===== config.mk =====
export PLATFORM = sky130hd
export DESIGN_NAME = ir_pulse_distance_receiver
export DESIGN_NICKNAME = d
export VERILOG_FILES = /design/src/design/irpd_pkg.sv /design/src/design/irpd_step.sv /design/src/design/ir_pulse_distance_receiver.sv
export SDC_FILE = /design/constraint.sdc
export NUM_CORES = 1
export LEC_CHECK = 0
export BUFFER_PORTS_ARGS = -buffer_cell sky130_fd_sc_hd__buf_2
export CORE_MARGIN = 5
export CORE_UTILIZATION = 38
export DETAILED_ROUTE_END_ITERATION = 10
export HOLD_SLACK_MARGIN = 0.15
export SLEW_MARGIN = 20
export SYNTH_ARGS = -nofsm -noshare
export SYNTH_HDL_FRONTEND = slang
export SYNTH_SLANG_ARGS = --single-unit

===== constraint.sdc =====
create_clock -name clock -period 2.8 [get_ports clock]
set_input_delay 0.28 -clock clock [delete_from_list [all_inputs] [get_ports clock]]
set_output_delay 0.28 -clock clock [all_outputs]
set_load 0.02 [all_outputs]

===== src/design/irpd_pkg.sv =====
package irpd_pkg;

   localparam int unsigned IntervalWidth = 16;
   localparam int unsigned ByteWidth     = 8;
   localparam int unsigned IndexWidth    = 4;
   localparam int unsigned CountWidth    = 8;
   localparam int unsigned ByteNoWidth   = CountWidth - 3;
   localparam int unsigned CsrAddrWidth  = 2;

   localparam int unsigned MaxBytes = 16;

   localparam logic [CsrAddrWidth-1:0] REG_LEADER_MAX = 2'd0;
   localparam logic [CsrAddrWidth-1:0] REG_LEADER_MIN = 2'd1;
   localparam logic [CsrAddrWidth-1:0] REG_BIT_SPLIT  = 2'd2;
   localparam logic [CsrAddrWidth-1:0] REG_BIT_MIN    = 2'd3;

   localparam logic [IntervalWidth-1:0] LEADER_MAX_RST = 16'd2000;
   localparam logic [IntervalWidth-1:0] LEADER_MIN_RST = 16'd800;
   localparam logic [IntervalWidth-1:0] BIT_SPLIT_RST  = 16'd180;
   localparam logic [IntervalWidth-1:0] BIT_MIN_RST    = 16'd60;

   typedef struct packed {
      logic [IntervalWidth-1:0] leader_max;
      logic [IntervalWidth-1:0] leader_min;
      logic [IntervalWidth-1:0] bit_split;
      logic [IntervalWidth-1:0] bit_min;
   } cfg_type;

   typedef struct packed {
      logic                  receiving;
      logic [CountWidth-1:0] bit_count;
      logic [ByteWidth-1:0]  shift_byte;
   } rx_state_type;

   typedef struct packed {
      logic                  emit;
      logic [ByteWidth-1:0]  rx_byte;
      logic [IndexWidth-1:0] byte_index;
   } rx_result_type;

endpackage


===== src/design/irpd_step.sv =====
module irpd_step import irpd_pkg::*; (
   input  cfg_type                  cfg,
   input  rx_state_type             state,
   input  logic [IntervalWidth-1:0] edge_interval,
   output rx_state_type             state_next,
   output rx_result_type            result
);

   logic                   is_leader;
   logic                   is_zero;
   logic                   is_one;
   logic [ByteWidth-1:0]   sum_byte;
   logic [CountWidth-1:0]  cnt_inc;
   logic [CountWidth-1:0]  cnt_dec;
   logic [ByteNoWidth-1:0] byte_no;
   logic [ByteNoWidth:0]   byte_total;

   assign is_leader = (edge_interval > cfg.leader_min) && (edge_interval < cfg.leader_max);
   assign is_zero   = (edge_interval > cfg.bit_min) && (edge_interval < cfg.bit_split);
   assign is_one    = (edge_interval > cfg.bit_split) && (edge_interval < cfg.leader_min);

   assign sum_byte   = state.shift_byte + {{(ByteWidth-1){1'b0}}, (!is_zero && is_one)};
   assign cnt_inc    = state.bit_count + CountWidth'(1);
   assign cnt_dec    = cnt_inc - CountWidth'(1);
   assign byte_no    = cnt_dec[CountWidth-1:3];
   assign byte_total = {1'b0, byte_no} + (ByteNoWidth+1)'(1);

   always_comb begin
      state_next        = state;
      result.emit       = 1'b0;
      result.rx_byte    = sum_byte;
      result.byte_index = byte_no[IndexWidth-1:0];
      priority if (!state.receiving) begin
         state_next.receiving  = is_leader;
         state_next.bit_count  = '0;
         state_next.shift_byte = '0;
      end else if (!is_zero && !is_one) begin
         state_next.receiving = 1'b0;
      end else if (cnt_inc[2:0] != 3'd0) begin
         state_next.bit_count  = cnt_inc;
         state_next.shift_byte = {sum_byte[ByteWidth-2:0], 1'b0};
      end else begin
         state_next.bit_count  = cnt_inc;
         state_next.shift_byte = '0;
         result.emit           = 1'b1;
         if (byte_total >= (ByteNoWidth+1)'(MaxBytes)) begin
            state_next.receiving = 1'b0;
         end
      end
   end

endmodule


===== src/design/ir_pulse_distance_receiver.sv =====
// Pulse-distance IR receiver. Each req_ transaction is one falling edge of the
// IR line, carrying the timer ticks since the previous edge. An idle edge whose
// interval lies strictly between leader_min and leader_max opens a frame; then
// each interval is a 0 bit (bit_min..bit_split) or a 1 bit (bit_split..leader_min),
// all bounds exclusive, and anything else drops the frame silently. Bits are
// packed MSB first and every full byte leaves on rsp_ with its index in the
// frame (mod 16); the frame closes after MaxBytes bytes. One edge is accepted
// every clock cycle unless a stalled rsp_ holds up the pipeline: an input
// register, one pass of compare-and-shift logic and the result register, from which
// a byte leaves on rsp_. Write the csr_ registers (0 leader_max, 1 leader_min,
// 2 bit_split, 3 bit_min) only while idle.
module ir_pulse_distance_receiver import irpd_pkg::*; (
   input  logic                     clock,
   input  logic                     reset,
   input  logic                     req_tvalid,
   output logic                     req_tready,
   input  logic [15:0]              req_tdata,  // [15:0] edge_interval
   output logic                     rsp_tvalid,
   input  logic                     rsp_tready,
   output logic [15:0]              rsp_tdata,  // [7:0] rx_byte, [11:8] byte_index
   input  logic                     csr_we,
   input  logic [CsrAddrWidth-1:0]  csr_addr,
   input  logic [IntervalWidth-1:0] csr_wdata
);

   cfg_type                  cfg_ff;
   logic                     in_valid_ff;
   logic [IntervalWidth-1:0] in_interval_ff;
   rx_state_type             state_ff;
   rx_state_type             state_in;
   rx_result_type            result_in;
   logic                     out_valid_ff;
   logic [ByteWidth-1:0]     out_byte_ff;
   logic [IndexWidth-1:0]    out_index_ff;
   logic                     advance;
   logic                     step_fire;

   assign advance    = !out_valid_ff || rsp_tready;
   assign step_fire  = in_valid_ff && advance;
   assign req_tready = !in_valid_ff || advance;

   always_ff @(posedge clock) begin
      if (reset) begin
         cfg_ff.leader_max <= LEADER_MAX_RST;
         cfg_ff.leader_min <= LEADER_MIN_RST;
         cfg_ff.bit_split  <= BIT_SPLIT_RST;
         cfg_ff.bit_min    <= BIT_MIN_RST;
      end else if (csr_we) begin
         unique case (csr_addr)
            REG_LEADER_MAX: cfg_ff.leader_max <= csr_wdata;
            REG_LEADER_MIN: cfg_ff.leader_min <= csr_wdata;
            REG_BIT_SPLIT:  cfg_ff.bit_split  <= csr_wdata;
            REG_BIT_MIN:    cfg_ff.bit_min    <= csr_wdata;
         endcase
      end
   end

   always_ff @(posedge clock) begin
      if (reset) begin
         in_valid_ff <= 1'b0;
      end else if (req_tready) begin
         in_valid_ff <= req_tvalid;
      end
   end

   always_ff @(posedge clock) begin
      if (req_tready && req_tvalid) begin
         in_interval_ff <= req_tdata;
      end
   end

   irpd_step u_step (
      .cfg           (cfg_ff),
      .state         (state_ff),
      .edge_interval (in_interval_ff),
      .state_next    (state_in),
      .result        (result_in)
   );

   always_ff @(posedge clock) begin
      if (reset) begin
         state_ff     <= '0;
         out_valid_ff <= 1'b0;
      end else begin
         if (step_fire) begin
            state_ff <= state_in;
         end
         if (advance) begin
            out_valid_ff <= step_fire && result_in.emit;
         end
      end
   end

   always_ff @(posedge clock) begin
      if (step_fire && result_in.emit) begin
         out_byte_ff  <= result_in.rx_byte;
         out_index_ff <= result_in.byte_index;
      end
   end

   assign rsp_tvalid = out_valid_ff;
   assign rsp_tdata  = {4'd0, out_index_ff, out_byte_ff};

`ifndef SYNTHESIS
   a_idle_no_result: assert property (@(posedge clock) disable iff (reset)
      (step_fire && !state_ff.receiving) |-> !result_in.emit)
      else $error("result produced from idle state");

   a_idle_clears: assert property (@(posedge clock) disable iff (reset)
      (step_fire && !state_ff.receiving) |=>
         (state_ff.bit_count == '0) && (state_ff.shift_byte == '0))
      else $error("idle edge did not clear shift state");

   a_emit_on_byte: assert property (@(posedge clock) disable iff (reset)
      (step_fire && result_in.emit) |=>
         rsp_tvalid && (state_ff.bit_count[2:0] == 3'd0) && (state_ff.shift_byte == '0))
      else $error("byte emitted off a byte boundary");
`endif

endmodule

==> results of run 1 <==
path summary, 6_finish.rpt:
check,start,to,slack [ps],cells after the start
min,req_tvalid,in_valid_ff$_SDFFE_PP0N_,170,3
max,in_interval_ff[15]$_DFFE_PP_,state_ff[15]$_SDFFE_PP0P_,-100,9
max reg2reg,in_interval_ff[15]$_DFFE_PP_,state_ff[15]$_SDFFE_PP0P_,-100,9
min reg2reg,state_ff[7]$_SDFFE_PP0P_,out_byte_ff[7]$_DFFE_PP_,440,0
final cells by class:
class                      instances  area share [%]
sequential                       110            36.6
multi-input combinational        430            42.7
timing repair buffer              94            9.37
clock buffer                      16            4.30
tap                              184            3.39
inverter                          66            3.65
tightest hold or removal path: stages:
cell,delay [ps]
buf_2,100
inv_1,40
a21oi_1,50
cell usage after synthesis, types with 7 or more instances:
library cell | count | area (um2)
a22o_1 | 9 | 78.8
a21o_1 | 9 | 67.6
o211ai_1 | 18 | 135
xor2_1 | 7 | 61.3
nor2_1 | 17 | 63.8
ha_1 | 66 | 826
o21ai_0 | 10 | 50.1
nand2_1 | 132 | 495
dfxtp_1 | 82 | 1640
a21oi_1 | 77 | 385
edfxtp_1 | 28 | 841
nand3_1 | 12 | 60.1
clkbuf_1 | 19 | 71.3
nand4_1 | 10 | 62.6
inv_1 | 65 | 244
cell families (layout without fill, tap and decap cells):
kind of cell | count (synthesis) | after routing
buffers and inverters | 92 | 176
flip-flops | 110 | 110
adder cells (fa/ha/maj) | 66 | 66
XOR/XNOR | 11 | 11
multiplexers | 3 | 3
other | 1 | 4
AND/OR/NAND/NOR | 205 | 205
AO/OA/AOI/OAI | 141 | 141
power by group through the flow:
| stage | clock, mW | sequential (mW) | combinational (mW) |
|---|---|---|---|
| floorplan | 0 | 1.75 | 0.274 |
| global placement | 0 | 1.75 | 0.424 |
| detailed placement | 0 | 1.75 | 0.434 |
| CTS | 1.29 | 1.72 | 0.483 |
| global route | 1.35 | 1.72 | 0.562 |
| finish | 1.26 | 1.72 | 0.502 |
layout by cell type, fill, tap and decap left out, types with 17 or more instances in the layout:
| cell | count |
|---|---|
| buf_4 | 23 |
| nor2_1 | 17 |
| nand2_1 | 132 |
| inv_1 | 65 |
| o211ai_1 | 18 |
| dfxtp_1 | 82 |
| edfxtp_1 | 28 |
| buf_2 | 52 |
| a21oi_1 | 75 |
| ha_1 | 61 |
flip-flops by register name, indices dropped and copies added (netlist names):
signal and flops:
in_interval_ff 16, state_ff 16, rsp_tvalid 1, in_valid_ff 1, out_index_ff 4, out_byte_ff 8, cfg_ff 64
stage by stage:
step	util, %	TNS (ps)	hold slack [ps]	power [mW]	setup slack (ps)
final	46.8	-457	168	3.48	-101
after global routing	46.8	-1830	188	3.64	-121
after CTS	46.2	0	162	3.49	10.4
after detailed placement	42.2	-85.6	433	2.19	-85.6
after global placement	42.2	0	424	2.17	76.8
after floorplan	-	0	379	2.02	98.7
routing by layer:
layer | vias to the layer above | GRT usage (%) | part of all wire [%]
met5 | - | 0 | 0
li1 | 2312 | - | -
met2 | 90 | 30.8 | 50
met3 | 34 | 3.78 | 3.7
met4 | 0 | 5.89 | 2.3
met1 | 2182 | 20.0 | 44
what timing repair did:
action | in CTS | in global routing
hold endpoints to repair | 16 | 0
gates cloned | 0 | 1
hold buffers | 16 | 0
pin swaps | 11 | 10
buffers inserted | 8 | 3
resized for setup | 8 | 16
setup endpoints to repair | 1 | 28
==> flow_metrics.tcl, run 1 <==
set metrics [dict create \
    synthCells 629 \
    grt_pass1_wl_um 23800 \
    crit_slowest_cell "edfxtp_1" \
    drtIter0Drc 205 \
    fill_cells 1396 \
    path_class "reg2reg" \
    endpoint_kind "flip-flop" \
    ys_ff_latch 110 \
    switching_share_pct 25.3 \
    synth-edff-count 28 \
    yosys.cell_types.count 51 \
    synth_top_family_by_area "simple AND/OR/NAND/NOR gates" \
    cts-htree-levels 3 \
    p_per_area_nw_per_um2 513 \
    intPower_mw 2.60 \
    irDropWorstVdd_uv 443 \
    slew_headroom_pct 35.5 \
    fin_nets 816 \
    multi_input_area_um2 2900 \
    grt_usage_pct 17.1 \
    finalWorstSetupSlack_ps -101 \
    critPathLaunchType "flip-flop" \
    place_area_um2 6110 \
    slew_viol_final 0 \
    clk_pin_slew_ps 70 \
    layout.cells.non_filler 900 \
    cpPeakStageDelay_ps 470 \
    p_sw_uw 880 \
    synth_ff_type "dfxtp_1" \
    seq_power_share_pct 49.3 \
    gr-total-overflow 0 \
    grt_max_degree 33 \
    dp_hpwl_um 10400 \
    worstPathArrival_ps 3180 \
    clock-sinks 110 \
    antenna_cells 0 \
    yosysWarnings 0 \
    start_util_pct 38.6 \
    regArea_um2 2480 \
    detail-route-antenna-nets 0 \
    ys_seq_area_share_pct 44.4 \
    fin_skew_ps 9.24 \
    crit_required_ps 3080 \
    cts_tree "built" \
    ctsLongestPathBuffers 2 \
    pin_count 57 \
    crit_buf_inv 0 \
    syn_area_per_cell_um2 8.90 \
    status "complete, but fails checks" \
    via_per_inst 5.13 \
    p_leak_nw 2.82 \
    dieWidth_um 131 \
    period_share_pct 104 \
    critPathMaxFanout 5 \
    syn-cell-area_um2 5600 \
    drv_cap 0 \
    finalWeightedCongestion 0.920 \
    drt_pass1_iterations 4 \
    period_needed_ps 2900 \
    synth_xor_area_share_pct 1.72 \
    core_region_area_um2 14500 \
    cts_buffers 9 \
    path_cells "ha_4 -> nand4_1 -> or3_4 -> a211oi_2 -> nor3_2 -> or3_4 -> and2_4 -> or4_4 -> a31oi_4" \
    clk-insertion-delay-late_ps 360 \
    area_growth_pct 21.2 \
    drt-wirelength-per-cell_um 16.6 \
    synthMuxAreaShare_pct 0.559 \
    cp_top_family "simple AND/OR/NAND/NOR gates" \
    grt_pass1_vias 4672 \
    synthArstFlopShare_pct 0 \
    rows 44 \
    finalSetupViolCount 14 \
    die_area_um2 17300 \
    p_clk_share_pct 36.3 \
    max_freq_mhz 345 \
    vias 4618 \
    routed_wl_um 14900 \
    violations "setup timing" \
    dieHeight_um 131 \
    rsz0062_at_grt "true" \
    comb_power_share_pct 14.4 \
    hp-class "in2reg" \
    final_cell_area_um2 6780 \
    drc_errors 0 \
    yosys.area_share.simple_pct 16.5 \
    tightest_slew_ps 968 \
    synth_compound_area_share_pct 15.6 \
    finalHoldViolCount 0 \
    drive_gt1_share_pct 16.3 \
    antenna_found_initial 0 \
    dp_cells 857 \
    portBuffers 52 \
    crit_top_cell "or3_4" \
    root_buffer "clkbuf_16" \
    yosys.area_share.adder_pct 14.8 \
]
Power figures use the tool's default switching activity.
==> run 2: changes to the inputs <==
--- a/config.mk
+++ b/config.mk
@@ -6,6 +6,7 @@
 export NUM_CORES = 1
 export LEC_CHECK = 0
 export BUFFER_PORTS_ARGS = -buffer_cell sky130_fd_sc_hd__buf_2
+export CORE_ASPECT_RATIO = 2
 export CORE_MARGIN = 5
 export CORE_UTILIZATION = 38
 export DETAILED_ROUTE_END_ITERATION = 10
==> flow_metrics.tcl, run 2 (same netlist as run 1, synthesis figures left out) <==
set metrics [dict create \
    p_clk_share_pct 35.7 \
    fin_skew_ps 7.66 \
    finalWorstSetupSlack_ps -22.4 \
    antenna_cells 0 \
    drt_pass1_iterations 4 \
    layout_top_registers "cfg_ff x64, in_interval_ff x16, state_ff x16" \
    clk_pin_slew_ps 70 \
    reg2reg_depth 11 \
    grt_pass1_vias 4935 \
    endpoint_kind "flip-flop" \
    slew_viol_final 0 \
    dp_hpwl_um 11700 \
    grt_max_degree 34 \
    worstPathArrival_ps 3120 \
    via_per_inst 5.20 \
    final_cell_mix "nand2_1 (131), dfxtp_1 (82), a21oi_1 (75)" \
    finalHoldViolCount 0 \
    ctsLongestPathBuffers 2 \
    max_freq_mhz 354 \
    cts_tree "built" \
    antenna_found_initial 0 \
    core_region_area_um2 14400 \
    violations "setup timing" \
    drc_errors 0 \
    layout.cells.non_filler 906 \
    p_leak_nw 2.81 \
    drv_cap 0 \
    rsz0062_at_grt "true" \
    pre_cts_slack_ps -86.7 \
    gr-total-overflow 0 \
    clock-sinks 110 \
    dieWidth_um 95.8 \
    irDropWorstVdd_uv 301 \
    slew_headroom_pct 39.0 \
    start_util_pct 38.8 \
    period_share_pct 101 \
    finalWeightedCongestion 0.932 \
    finalSetupViolCount 3 \
    comb_power_share_pct 14.3 \
    rows 62 \
    crit_required_ps 3100 \
    switching_share_pct 26.0 \
    critPathLaunchType "flip-flop" \
    dp_cells 870 \
    routed_wl_um 15400 \
    clk-insertion-delay-late_ps 350 \
    path_class "reg2reg" \
    intPower_mw 2.55 \
    hp-class "in2reg" \
    cts-htree-levels 3 \
    fin_nets 814 \
    status "complete, but fails checks" \
    root_buffer "clkbuf_16" \
    p_sw_uw 894 \
    area_growth_pct 20.5 \
    period_needed_ps 2820 \
    final_common_cell "nand2_1" \
    grt_usage_pct 18.2 \
    die_area_um2 17400 \
    drt-wirelength-per-cell_um 17.0 \
    seq_power_share_pct 49.9 \
    dieHeight_um 182 \
    grt_pass1_wl_um 24000 \
    drive_gt1_share_pct 16.2 \
    vias 4715 \
    tightest_slew_ps 913 \
    drtIter0Drc 150 \
    largest_reg_flops 64 \
    pin_count 57 \
    regMostFlops "cfg_ff" \
    whs_path_depth 3 \
    p_per_area_nw_per_um2 511 \
    portBuffers 52 \
    critPathMaxFanout 5 \
    detail-route-antenna-nets 0 \
    cts_buffers 9 \
]
-- run 2: critical path: stages, from the launching register on --
cell and delay [ps]:
edfxtp_1 460, buf_4 180, ha_1 170, a21o_1 180
a21o_1 180, a221oi_2 240, o211ai_1 170, or3_4 460
a211oi_2 250, buf_4 190, a21boi_0 180, a21o_1 100
-- run 2: power groups by stage --
stage          sequential (mW)  combinational, mW  clock (mW)
6_report                  1.72              0.494        1.23
5_1_grt                   1.72              0.551        1.32
4_1_cts                   1.72              0.475        1.26
3_5_place_dp              1.76              0.451           0
3_3_place_gp              1.75              0.437           0
2_1_floorplan             1.75              0.274           0
-- run 2: through the flow --
step | utilization, % | setup TNS, ps | area, um2 | total power, mW | hold WS [ps]
2_1_floorplan | - | 0 | 5610 | 2.02 | 379
3_3_place_gp | 42.8 | -104 | 6170 | 2.19 | 422
3_5_place_dp | 42.8 | -868 | 6170 | 2.21 | 423
4_1_cts | 46.0 | -134 | 6640 | 3.45 | 172
5_1_grt | 46.7 | -2710 | 6740 | 3.59 | 190
6_report | 46.7 | -46.7 | 6740 | 3.44 | 181
-- run 2: worst paths after layout --
path / from / end / slack (ps)
setup reg to reg: in_interval_ff[12]$_DFFE_PP_ / state_ff[13]$_SDFFE_PP0P_ / -20
hold / removal: req_tvalid / in_valid_ff$_SDFFE_PP0N_ / 180
hold reg to reg: state_ff[7]$_SDFFE_PP0P_ / out_byte_ff[7]$_DFFE_PP_ / 440
setup / recovery: in_interval_ff[12]$_DFFE_PP_ / state_ff[13]$_SDFFE_PP0P_ / -20
-- run 2: per-layer routing --
| metal | global-route usage [%] | wire length, um | share of wire, % |
|---|---|---|---|
| met4 | 12.5 | 1120 | 7.3 |
| met5 | 0 | 0 | 0 |
| met2 | 36.0 | 8830 | 57 |
| met3 | 2.61 | 488 | 3.2 |
| met1 | 15.6 | 4980 | 32 |
-- run 2: layout make-up --
class / instances / area (um2)
clock buffer: 11 / 254
clock inverter: 5 / 30.0
fill: 1442 / 7690
inverter: 66 / 248
multi-input combinational: 430 / 2860
sequential: 110 / 2480
tap: 192 / 240
timing repair buffer: 92 / 626
-- run 2: what timing repair did --
| item | in CTS | in global routing |
|---|---|---|
| endpoints found under the hold margin | 16 | 0 |
| setup endpoints to repair | 27 | 26 |
| setup buffers | 0 | 4 |
| pin swaps | 1 | 10 |
| hold buffers | 16 | 0 |
| resized for setup | 2 | 16 |
